[src/iirl_pkg.sv]
// ----------------------------------------------------------------------------
// iirl_pkg
// Shared types and constants of the indexed insert/remove list unit.
// ----------------------------------------------------------------------------
package iirl_pkg;

    localparam int DEPTH     = 16;
    localparam int WORD_BITS = 32;
    localparam int IDX_W     = $clog2(DEPTH);
    localparam int CNT_W     = 5;
    localparam int OP_W      = 3;
    localparam int ST_W      = 2;
    localparam int IN_W      = 40;
    localparam int OUT_W     = 40;
    localparam logic [CNT_W-1:0] CAP_RESET = CNT_W'(16);

    typedef enum logic [OP_W-1:0] {
        OP_APPEND = 3'd0,
        OP_READ   = 3'd1,
        OP_WRITE  = 3'd2,
        OP_INSERT = 3'd3,
        OP_REMOVE = 3'd4,
        OP_CLEAR  = 3'd5
    } op_t;

    typedef enum logic [ST_W-1:0] {
        ST_DONE  = 2'd0,
        ST_RANGE = 2'd1,
        ST_FULL  = 2'd2
    } status_t;

    typedef enum logic {
        S_IDLE = 1'b0,
        S_EXEC = 1'b1
    } state_t;

    typedef struct packed {
        logic load;
        logic exec;
    } ctrl_t;

    typedef struct packed {
        logic out_stall;
    } stat_t;

endpackage

[src/indexed_insert_remove_list_unit.sv]
// ----------------------------------------------------------------------------
// indexed_insert_remove_list_unit: ordered word list with indexed insert/remove
// The operand register takes an input beat, and the execute step then writes
// the result register. No new input beat is taken until execute has run; a
// result held by m_tready low stalls execute, then the input.
// Reset: count clears to zero, capacity limit to 16; entries are not cleared.
// ----------------------------------------------------------------------------
module indexed_insert_remove_list_unit (
    input  logic                       clk,
    input  logic                       rst_n,
    input  logic                       s_tvalid,
    output logic                       s_tready,
    // operation[2:0], position[7:3], word_in[39:8]
    input  logic [iirl_pkg::IN_W-1:0]  s_tdata,
    output logic                       m_tvalid,
    input  logic                       m_tready,
    // status[1:0], word_out[33:2], entry_count[38:34], is_empty[39]
    output logic [iirl_pkg::OUT_W-1:0] m_tdata,
    input  logic                       cfg_valid,
    output logic                       cfg_ready,
    input  logic [iirl_pkg::CNT_W-1:0] cfg_data
);
    import iirl_pkg::*;

    ctrl_t ctrl;
    stat_t stat;

    assign cfg_ready = 1'b1;

    iirl_ctrl u_ctrl (
        .clk      (clk),
        .rst_n    (rst_n),
        .s_tvalid (s_tvalid),
        .s_tready (s_tready),
        .stat     (stat),
        .ctrl     (ctrl)
    );

    iirl_datapath u_datapath (
        .clk      (clk),
        .rst_n    (rst_n),
        .ctrl     (ctrl),
        .stat     (stat),
        .s_tdata  (s_tdata),
        .cfg_we   (cfg_valid),
        .cfg_data (cfg_data),
        .m_tvalid (m_tvalid),
        .m_tready (m_tready),
        .m_tdata  (m_tdata)
    );

`ifndef SYNTHESIS
    a_count_bound: assert property (@(posedge clk) disable iff (!rst_n)
        m_tvalid |-> (m_tdata[38:34] <= 5'(DEPTH)))
        else $error("entry count beyond depth");

    a_empty_flag: assert property (@(posedge clk) disable iff (!rst_n)
        m_tvalid |-> (m_tdata[39] == (m_tdata[38:34] == 5'd0)))
        else $error("empty flag disagrees with count");

    a_word_zero: assert property (@(posedge clk) disable iff (!rst_n)
        (m_tvalid && m_tdata[1:0] != ST_DONE) |-> (m_tdata[33:2] == 32'd0))
        else $error("word out nonzero on failed operation");

    a_one_in_flight: assert property (@(posedge clk) disable iff (!rst_n)
        (s_tvalid && s_tready) |=> !s_tready)
        else $error("second beat taken during execute");
`endif

endmodule

[src/iirl_ctrl.sv]
// ----------------------------------------------------------------------------
// iirl_ctrl
// Controller: takes one beat into the operand register, then fires the
// execute step once the result register is free.
// ----------------------------------------------------------------------------
module iirl_ctrl (
    input  logic           clk,
    input  logic           rst_n,
    input  logic           s_tvalid,
    output logic           s_tready,
    input  iirl_pkg::stat_t stat,
    output iirl_pkg::ctrl_t ctrl
);
    import iirl_pkg::*;

    state_t state_reg;
    state_t state_next;

    always_ff @(posedge clk or negedge rst_n)
    begin
        if (!rst_n)
        begin
            state_reg <= S_IDLE;
        end
        else
        begin
            state_reg <= state_next;
        end
    end

    always_comb
    begin
        state_next = state_reg;
        s_tready   = 1'b0;
        ctrl       = '0;
        unique case (state_reg)
            S_IDLE:
            begin
                s_tready  = 1'b1;
                ctrl.load = s_tvalid;
                if (s_tvalid)
                begin
                    state_next = S_EXEC;
                end
            end
            S_EXEC:
            begin
                if (!stat.out_stall)
                begin
                    ctrl.exec  = 1'b1;
                    state_next = S_IDLE;
                end
            end
            default:
            begin
                state_next = S_IDLE;
            end
        endcase
    end

endmodule

[src/iirl_datapath.sv]
// ----------------------------------------------------------------------------
// iirl_datapath
// Operand register, row of shifting entry cells, count and capacity
// registers, and the result register.
// ----------------------------------------------------------------------------
module iirl_datapath (
    input  logic                           clk,
    input  logic                           rst_n,
    input  iirl_pkg::ctrl_t                ctrl,
    output iirl_pkg::stat_t                stat,
    input  logic [iirl_pkg::IN_W-1:0]      s_tdata,
    input  logic                           cfg_we,
    input  logic [iirl_pkg::CNT_W-1:0]     cfg_data,
    output logic                           m_tvalid,
    input  logic                           m_tready,
    output logic [iirl_pkg::OUT_W-1:0]     m_tdata
);
    import iirl_pkg::*;

    localparam logic [CNT_W-1:0] DEPTH_C = CNT_W'(DEPTH);

    op_t                  op_reg;
    logic [CNT_W-1:0]     pos_reg;
    logic [WORD_BITS-1:0] word_reg;

    logic [WORD_BITS-1:0] entries_reg [DEPTH];
    logic [WORD_BITS-1:0] entries_next [DEPTH];
    logic [CNT_W-1:0]     count_reg;
    logic [CNT_W-1:0]     count_next;
    logic [CNT_W-1:0]     cap_reg;

    logic                 out_valid_reg;
    logic                 out_valid_next;
    status_t              status_reg;
    logic [31:0]          word_out_reg;
    logic [CNT_W-1:0]     count_out_reg;
    logic                 empty_reg;

    logic [CNT_W-1:0]     eff_cap;
    logic [CNT_W-1:0]     pos_eff;
    status_t              status_next;
    logic [31:0]          rd_word;
    logic                 grow;
    logic                 shrink;
    logic                 wr_one;

    always_ff @(posedge clk)
    begin
        if (ctrl.load)
        begin
            op_reg   <= op_t'(s_tdata[OP_W-1:0]);
            pos_reg  <= s_tdata[OP_W+CNT_W-1:OP_W];
            word_reg <= s_tdata[OP_W+CNT_W+WORD_BITS-1:OP_W+CNT_W];
        end
    end

    always_comb
    begin
        eff_cap     = (cap_reg > DEPTH_C) ? DEPTH_C : cap_reg;
        pos_eff     = (op_reg == OP_APPEND) ? count_reg : pos_reg;
        status_next = ST_DONE;
        rd_word     = '0;
        count_next  = count_reg;
        grow        = 1'b0;
        shrink      = 1'b0;
        wr_one      = 1'b0;
        unique case (op_reg)
            OP_APPEND, OP_INSERT:
            begin
                if (pos_eff > count_reg)
                begin
                    status_next = ST_RANGE;
                end
                else if (count_reg >= eff_cap)
                begin
                    status_next = ST_FULL;
                end
                else
                begin
                    grow       = 1'b1;
                    count_next = count_reg + CNT_W'(1);
                end
            end
            OP_READ:
            begin
                if (pos_reg >= count_reg)
                begin
                    status_next = ST_RANGE;
                end
                else
                begin
                    rd_word = 32'(entries_reg[pos_reg[IDX_W-1:0]]);
                end
            end
            OP_WRITE:
            begin
                if (pos_reg >= count_reg)
                begin
                    status_next = ST_RANGE;
                end
                else
                begin
                    wr_one = 1'b1;
                end
            end
            OP_REMOVE:
            begin
                if (pos_reg >= count_reg)
                begin
                    status_next = ST_RANGE;
                end
                else
                begin
                    shrink     = 1'b1;
                    count_next = count_reg - CNT_W'(1);
                end
            end
            OP_CLEAR:
            begin
                count_next = '0;
            end
            default:
            begin
                status_next = ST_DONE;
            end
        endcase
    end

    for (genvar i = 0; i < DEPTH; i++)
    begin : g_cell
        localparam logic [CNT_W-1:0] I_C = CNT_W'(i);
        logic [WORD_BITS-1:0] up_word;
        logic [WORD_BITS-1:0] down_word;

        if (i == 0)
        begin : g_first
            assign up_word = entries_reg[i];
        end
        else
        begin : g_up
            assign up_word = entries_reg[i-1];
        end

        if (i == DEPTH - 1)
        begin : g_last
            assign down_word = entries_reg[i];
        end
        else
        begin : g_down
            assign down_word = entries_reg[i+1];
        end

        always_comb
        begin
            entries_next[i] = entries_reg[i];
            if (grow && I_C == pos_eff)
            begin
                entries_next[i] = word_reg;
            end
            else if (grow && I_C > pos_eff && I_C <= count_reg)
            begin
                entries_next[i] = up_word;
            end
            else if (wr_one && I_C == pos_reg)
            begin
                entries_next[i] = word_reg;
            end
            else if (shrink && I_C >= pos_reg && (I_C + CNT_W'(1)) < count_reg)
            begin
                entries_next[i] = down_word;
            end
        end

        always_ff @(posedge clk)
        begin
            if (ctrl.exec)
            begin
                entries_reg[i] <= entries_next[i];
            end
        end
    end

    always_ff @(posedge clk or negedge rst_n)
    begin
        if (!rst_n)
        begin
            count_reg     <= '0;
            cap_reg       <= CAP_RESET;
            out_valid_reg <= 1'b0;
        end
        else
        begin
            out_valid_reg <= out_valid_next;
            if (ctrl.exec)
            begin
                count_reg <= count_next;
            end
            if (cfg_we)
            begin
                cap_reg <= cfg_data;
            end
        end
    end

    always_ff @(posedge clk)
    begin
        if (ctrl.exec)
        begin
            status_reg    <= status_next;
            word_out_reg  <= rd_word;
            count_out_reg <= count_next;
            empty_reg     <= (count_next == '0);
        end
    end

    always_comb
    begin
        out_valid_next = out_valid_reg;
        if (ctrl.exec)
        begin
            out_valid_next = 1'b1;
        end
        else if (m_tready)
        begin
            out_valid_next = 1'b0;
        end
    end

    assign stat.out_stall = out_valid_reg && !m_tready;
    assign m_tvalid       = out_valid_reg;
    assign m_tdata        = {empty_reg, count_out_reg, word_out_reg, status_reg};

endmodule

[config.mk]
export PLATFORM = sky130hd
export DESIGN_NAME = indexed_insert_remove_list_unit
export DESIGN_NICKNAME = d
export VERILOG_FILES = /design/src/iirl_pkg.sv /design/src/indexed_insert_remove_list_unit.sv /design/src/iirl_ctrl.sv /design/src/iirl_datapath.sv
export SDC_FILE = /design/constraint.sdc
export NUM_CORES = 1
export LEC_CHECK = 0
export BUFFER_PORTS_ARGS = -buffer_cell sky130_fd_sc_hd__buf_2
export CELL_PAD_IN_SITES_DETAIL_PLACEMENT = 1
export CELL_PAD_IN_SITES_GLOBAL_PLACEMENT = 1
export CORE_ASPECT_RATIO = 0.6
export CORE_MARGIN = 10
export CORE_UTILIZATION = 56
export DETAILED_ROUTE_END_ITERATION = 6
export HOLD_SLACK_MARGIN = 0.12
export MAX_ROUTING_LAYER = met4
export PLACE_DENSITY = 0.95
export SLEW_MARGIN = 10
export SYNTH_ARGS = -nofsm -noshare
export SYNTH_HDL_FRONTEND = slang
export SYNTH_SLANG_ARGS = --single-unit
[constraint.sdc]
create_clock -name clk -period 9.8 [get_ports clk]
set_input_delay 0.49 -clock clk [delete_from_list [all_inputs] [get_ports clk]]
set_output_delay 0.49 -clock clk [all_outputs]
set_load 0.02 [all_outputs]
==> impl_summary.txt <==
----------------------------------------------------
[Setup path]
  Worst reg2reg path depth ... 10
  Data arrival time of the critical path ... between 6000 and 7000 ps
  Cell type group with the largest total delay on the critical path ... simple AND/OR/NAND/NOR gates
  WS Path Type ... reg -> reg
  Critical R2R Capture ... u_datapath.entries_reg[8][26]$_DFFE_PP_
  Slowest Stage Delay on Critical Path ... 1080 ps
  Internal reg-to-reg setup slack ... between 3000 and 4000 ps
  Critical Path, Cell by Cell ... nor3_4 > mux2i_2 > inv_2 > ha_1 > a21oi_1 > a21boi_0 > o31a_1 > or4_1 > and2_1 > a31oi_4
  Crit start category ... flip-flop
  Combined buffer and inverter count along the critical path ... 1
  Critical Path Fanout Max ... 33
  Required time of the critical path ... 10000 ps
  Max stage delay cell, worst path ... and2_1
  Crit path capture type ... flip-flop
  Launch point of the worst reg-to-reg path ... u_datapath.op_reg[1]$_DFFE_PP_

[Yosys]
  Fraction of post-synthesis cell area in the top cell type by area ... 53.9%
  Number of enable-type register cells in the synthesized netlist ... 592
  Synthesized instance count ... 2757
  Net count after synthesis ... 2827
  Most area-consuming cells after synthesis ... edfxtp_1 54%, mux4_2 11%, o22ai_1 5.7%, a21oi_1 3.3%, clkbuf_1 2.3%
  Mean instance size in the synthesized netlist ... 12.0 um^2
  Netlist area before placement ... 0.0330 mm^2
  Most frequently used flop master after synthesis ... edfxtp_1
  Proportion of synthesized flip-flops having asynchronous set or reset ... 1.99%
  Post-synthesis register bit count ... 604
  Unique cell type count in the Yosys netlist ... 80
  Cell type with the largest total area after synthesis ... edfxtp_1
  Yosys warnings ... 0
  Part of the Yosys area used for sequential elements ... 54.8%

[Finish]
  Post-route cell area ... 0.0363 mm^2
  Syn-to-layout area delta ... 10.1%
  Filler Cell Count ... 5674
  Most common cell after layout, fill and taps aside ... edfxtp_1
  Fraction of layout cells with a size suffix above 1 ... roughly a fifth
  Storage cell area ... roughly 0.018 mm^2
  Number of nets in the layout ... 2793
  Number of flip-flops under the largest register name ... 512
  Highest-count cells in the layout ignoring fill and taps ... 592 x edfxtp_1, 302 x o22ai_1, 212 x a21oi_1
  Area taken by multi-input logic gates ... 0.0133 mm^2

[Routing]
  Vias per cell ... 7.97
  Drt first pass iters ... 6
  Detailed-route wire length per cell ... 39.3 um
  DRC violation count after routing ... 0
  Routed vias ... 28300
  Post-detailed-routing wire length ... 140 mm
  Iteration-0 DRC count of the detailed router ... 5385
  Antenna Violating Nets Remaining ... 0

[GRT]
  Number of antenna violations at the first check in global routing ... 15
  Largest net degree at the start of global routing ... 94
  Final global-route overflow total ... 0
  Vias in the first global route ... 27800
  GR Util All Layers ... approximately two fifths
  First-pass GRT wire length ... 198 mm

[Place]
  Area after detailed placement ... about 0.034 mm^2
  Weighted congestion at the end of routability-driven global placement ... 1.01
  Dpl hpwl ... 92.0 mm
  IO buf count ... 91

[STA]
  Actual slew at the worst max-slew pin ... 1330 ps
  Max frequency ... 156 MHz
  Number of endpoints failing setup at the final stage ... 0
  Final total negative setup slack ... 0 ps
  Period utilization ... 65.5%
  Worst max-slew margin expressed relative to the limit ... 10.7%
  Count of final max-slew check failures ... 0
  RSZ-0062 raised after global routing ... no
  Tmin final ... roughly 6400 ps
  Setup Skew ... 22.0 ps
  Hold Vio Cnt, Final ... 0

[Worst hold path]
  Class of the worst hold path ... in -> reg
  Hold Path Depth ... 3
  Worst hold path endpoint ... u_datapath.m_tvalid$_DFFE_PN0P_
  Startpoint of the tightest hold check path ... m_tready

[Floorplan]
  Core Footprint ... 0.0579 mm^2
  Area of the die ... between 0.06 and 0.07 mm^2
  Number of placed I/O pins ... 93
  Die height ... 208 um
  Cell row count ... 68
  Die Span X ... 333 um
  Initial Utilization ... 57.0%

[Run status]
  Result of the run ... completed

[Clock tree]
  Clock Tree Buf Depth ... 3
  TritonCTS Buffers ... 56
  CTS clk-pin slew, worst paths ... 70 ps
  Number of hold-repair buffers added at the cts stage ... 49
  # H-tree levels ... 2
  Clock Root Buffer ... clkbuf_16
  CTS tree ... yes
  Cts repair resizes ... 0
  Number of buffers inserted by post-CTS setup repair ... 0
  Latest clock arrival within the worst-skew pair ... 670 ps
  CTS sink cnt ... about 600

[Pwr]
  Leak ... between 10 and 15 nW
  Power per cell area ... 209 mW/mm^2
  Largest vdd supply drop ... ~160 uV

[Run]
  Max Cap Viol ... 0

----------------------------------------------------
## worst max-delay path by stage
stage,startpoint,end,slack (ps),depth (start not counted)
floorplan,u_datapath.op_reg[1]$_DFFE_PP_,u_datapath.entries_reg[10][0]$_DFFE_PP_,4070,13
global placement,u_datapath.op_reg[1]$_DFFE_PP_,u_datapath.entries_reg[7][16]$_DFFE_PP_,3800,11
detailed placement,u_datapath.op_reg[1]$_DFFE_PP_,u_datapath.entries_reg[7][17]$_DFFE_PP_,3430,11
CTS,u_datapath.op_reg[1]$_DFFE_PP_,u_datapath.entries_reg[7][9]$_DFFE_PP_,3390,11
global route,u_datapath.op_reg[1]$_DFFE_PP_,u_datapath.entries_reg[8][26]$_DFFE_PP_,3040,10
finish,u_datapath.op_reg[1]$_DFFE_PP_,u_datapath.entries_reg[8][26]$_DFFE_PP_,3380,10
## worst reg2reg max path, cell delays in order (launching register included)
cell and delay (ps):
edfxtp_1 570, nor3_4 500, mux2i_2 510, inv_2 250, ha_1 380, a21oi_1 70
a21boi_0 340, o31a_1 630, or4_1 950, and2_1 1080, a31oi_4 680
## kinds of logic (layout without fill, tap and decap cells)
family                   after synthesis  in the layout  share of synthesized area (%)
multiplexers                         203            203                           12.4
other                                  1             15                         0.0114
AO/OA/AOI/OAI                        882            882                           17.8
adder cells (fa/ha/maj)               20             20                          0.759
XOR/XNOR                               4              4                          0.129
buffers and inverters                481            494                           5.89
flip-flops                           604            604                           54.8
AND/OR/NAND/NOR                      562            562                           8.14
## layout make-up
class                      count  share of cell area, %
clock buffer                  79                   4.26
timing repair buffer         211                   4.14
sequential                   604                   49.8
antenna                       14                 0.0965
inverter                     178                   1.84
clock inverter                26                  0.572
tap                          770                   2.65
multi-input combinational   1672                   36.7
## Yosys cell counts, drive strengths merged (3+ instances only)
cell type and n:
o22a 63, or3 12, nand2 123, nand2b 38
a21oi 218, edfxtp 592, and2 11, nor2b 7
nor3 93, a21o 3, nor2 147, a31oi 14
a22oi 52, dfrtp 11, a32oi 6, o21ai 54
nor4 4, nand3 73, a2bb2oi 31, mux2 38
a211oi 6, buf 103, nand4 4, o22ai 302
nand3b 3, xnor2 3, clkbuf 200, a2111oi 3
or4 8, and3 36, inv 177, o221a 33
ha 20, mux4 160, o21a 71, mux2i 5
## power breakdown
group / internal (mW) / switching [mW] / leakage (nW)
sequential: 3.05 / 0.285 / 5.52
clock: 1.18 / 1.07 / 0.855
combinational: 0.625 / 1.38 / 6.18
total: 4.86 / 2.73 / 12.5
## per-layer routing
metal  vias to the layer above  part of all wire (%)  global-route usage (%)
li1                      10700                     -                       -
met2                      3001                    41                    52.6
met1                     14100                    36                    52.8
met5                         -                     0                       -
met4                         0                   3.1                    9.62
met3                       457                    21                    20.7
## metrics by stage
step                total power, mW  cells  utilization [%]  hold WS, ps  setup WS [ps]
floorplan                      4.38   2757                -          194           4070
detailed placement             5.19   3385             58.8          434           3430
global route                   7.71   3553             62.8          217           3040
finish                         7.59   3554             62.8          180           3380
CTS                            7.40   3539             62.7          167           3390
global placement               5.09   3385             58.8          414           3800
(Power assumes the default switching activity.)
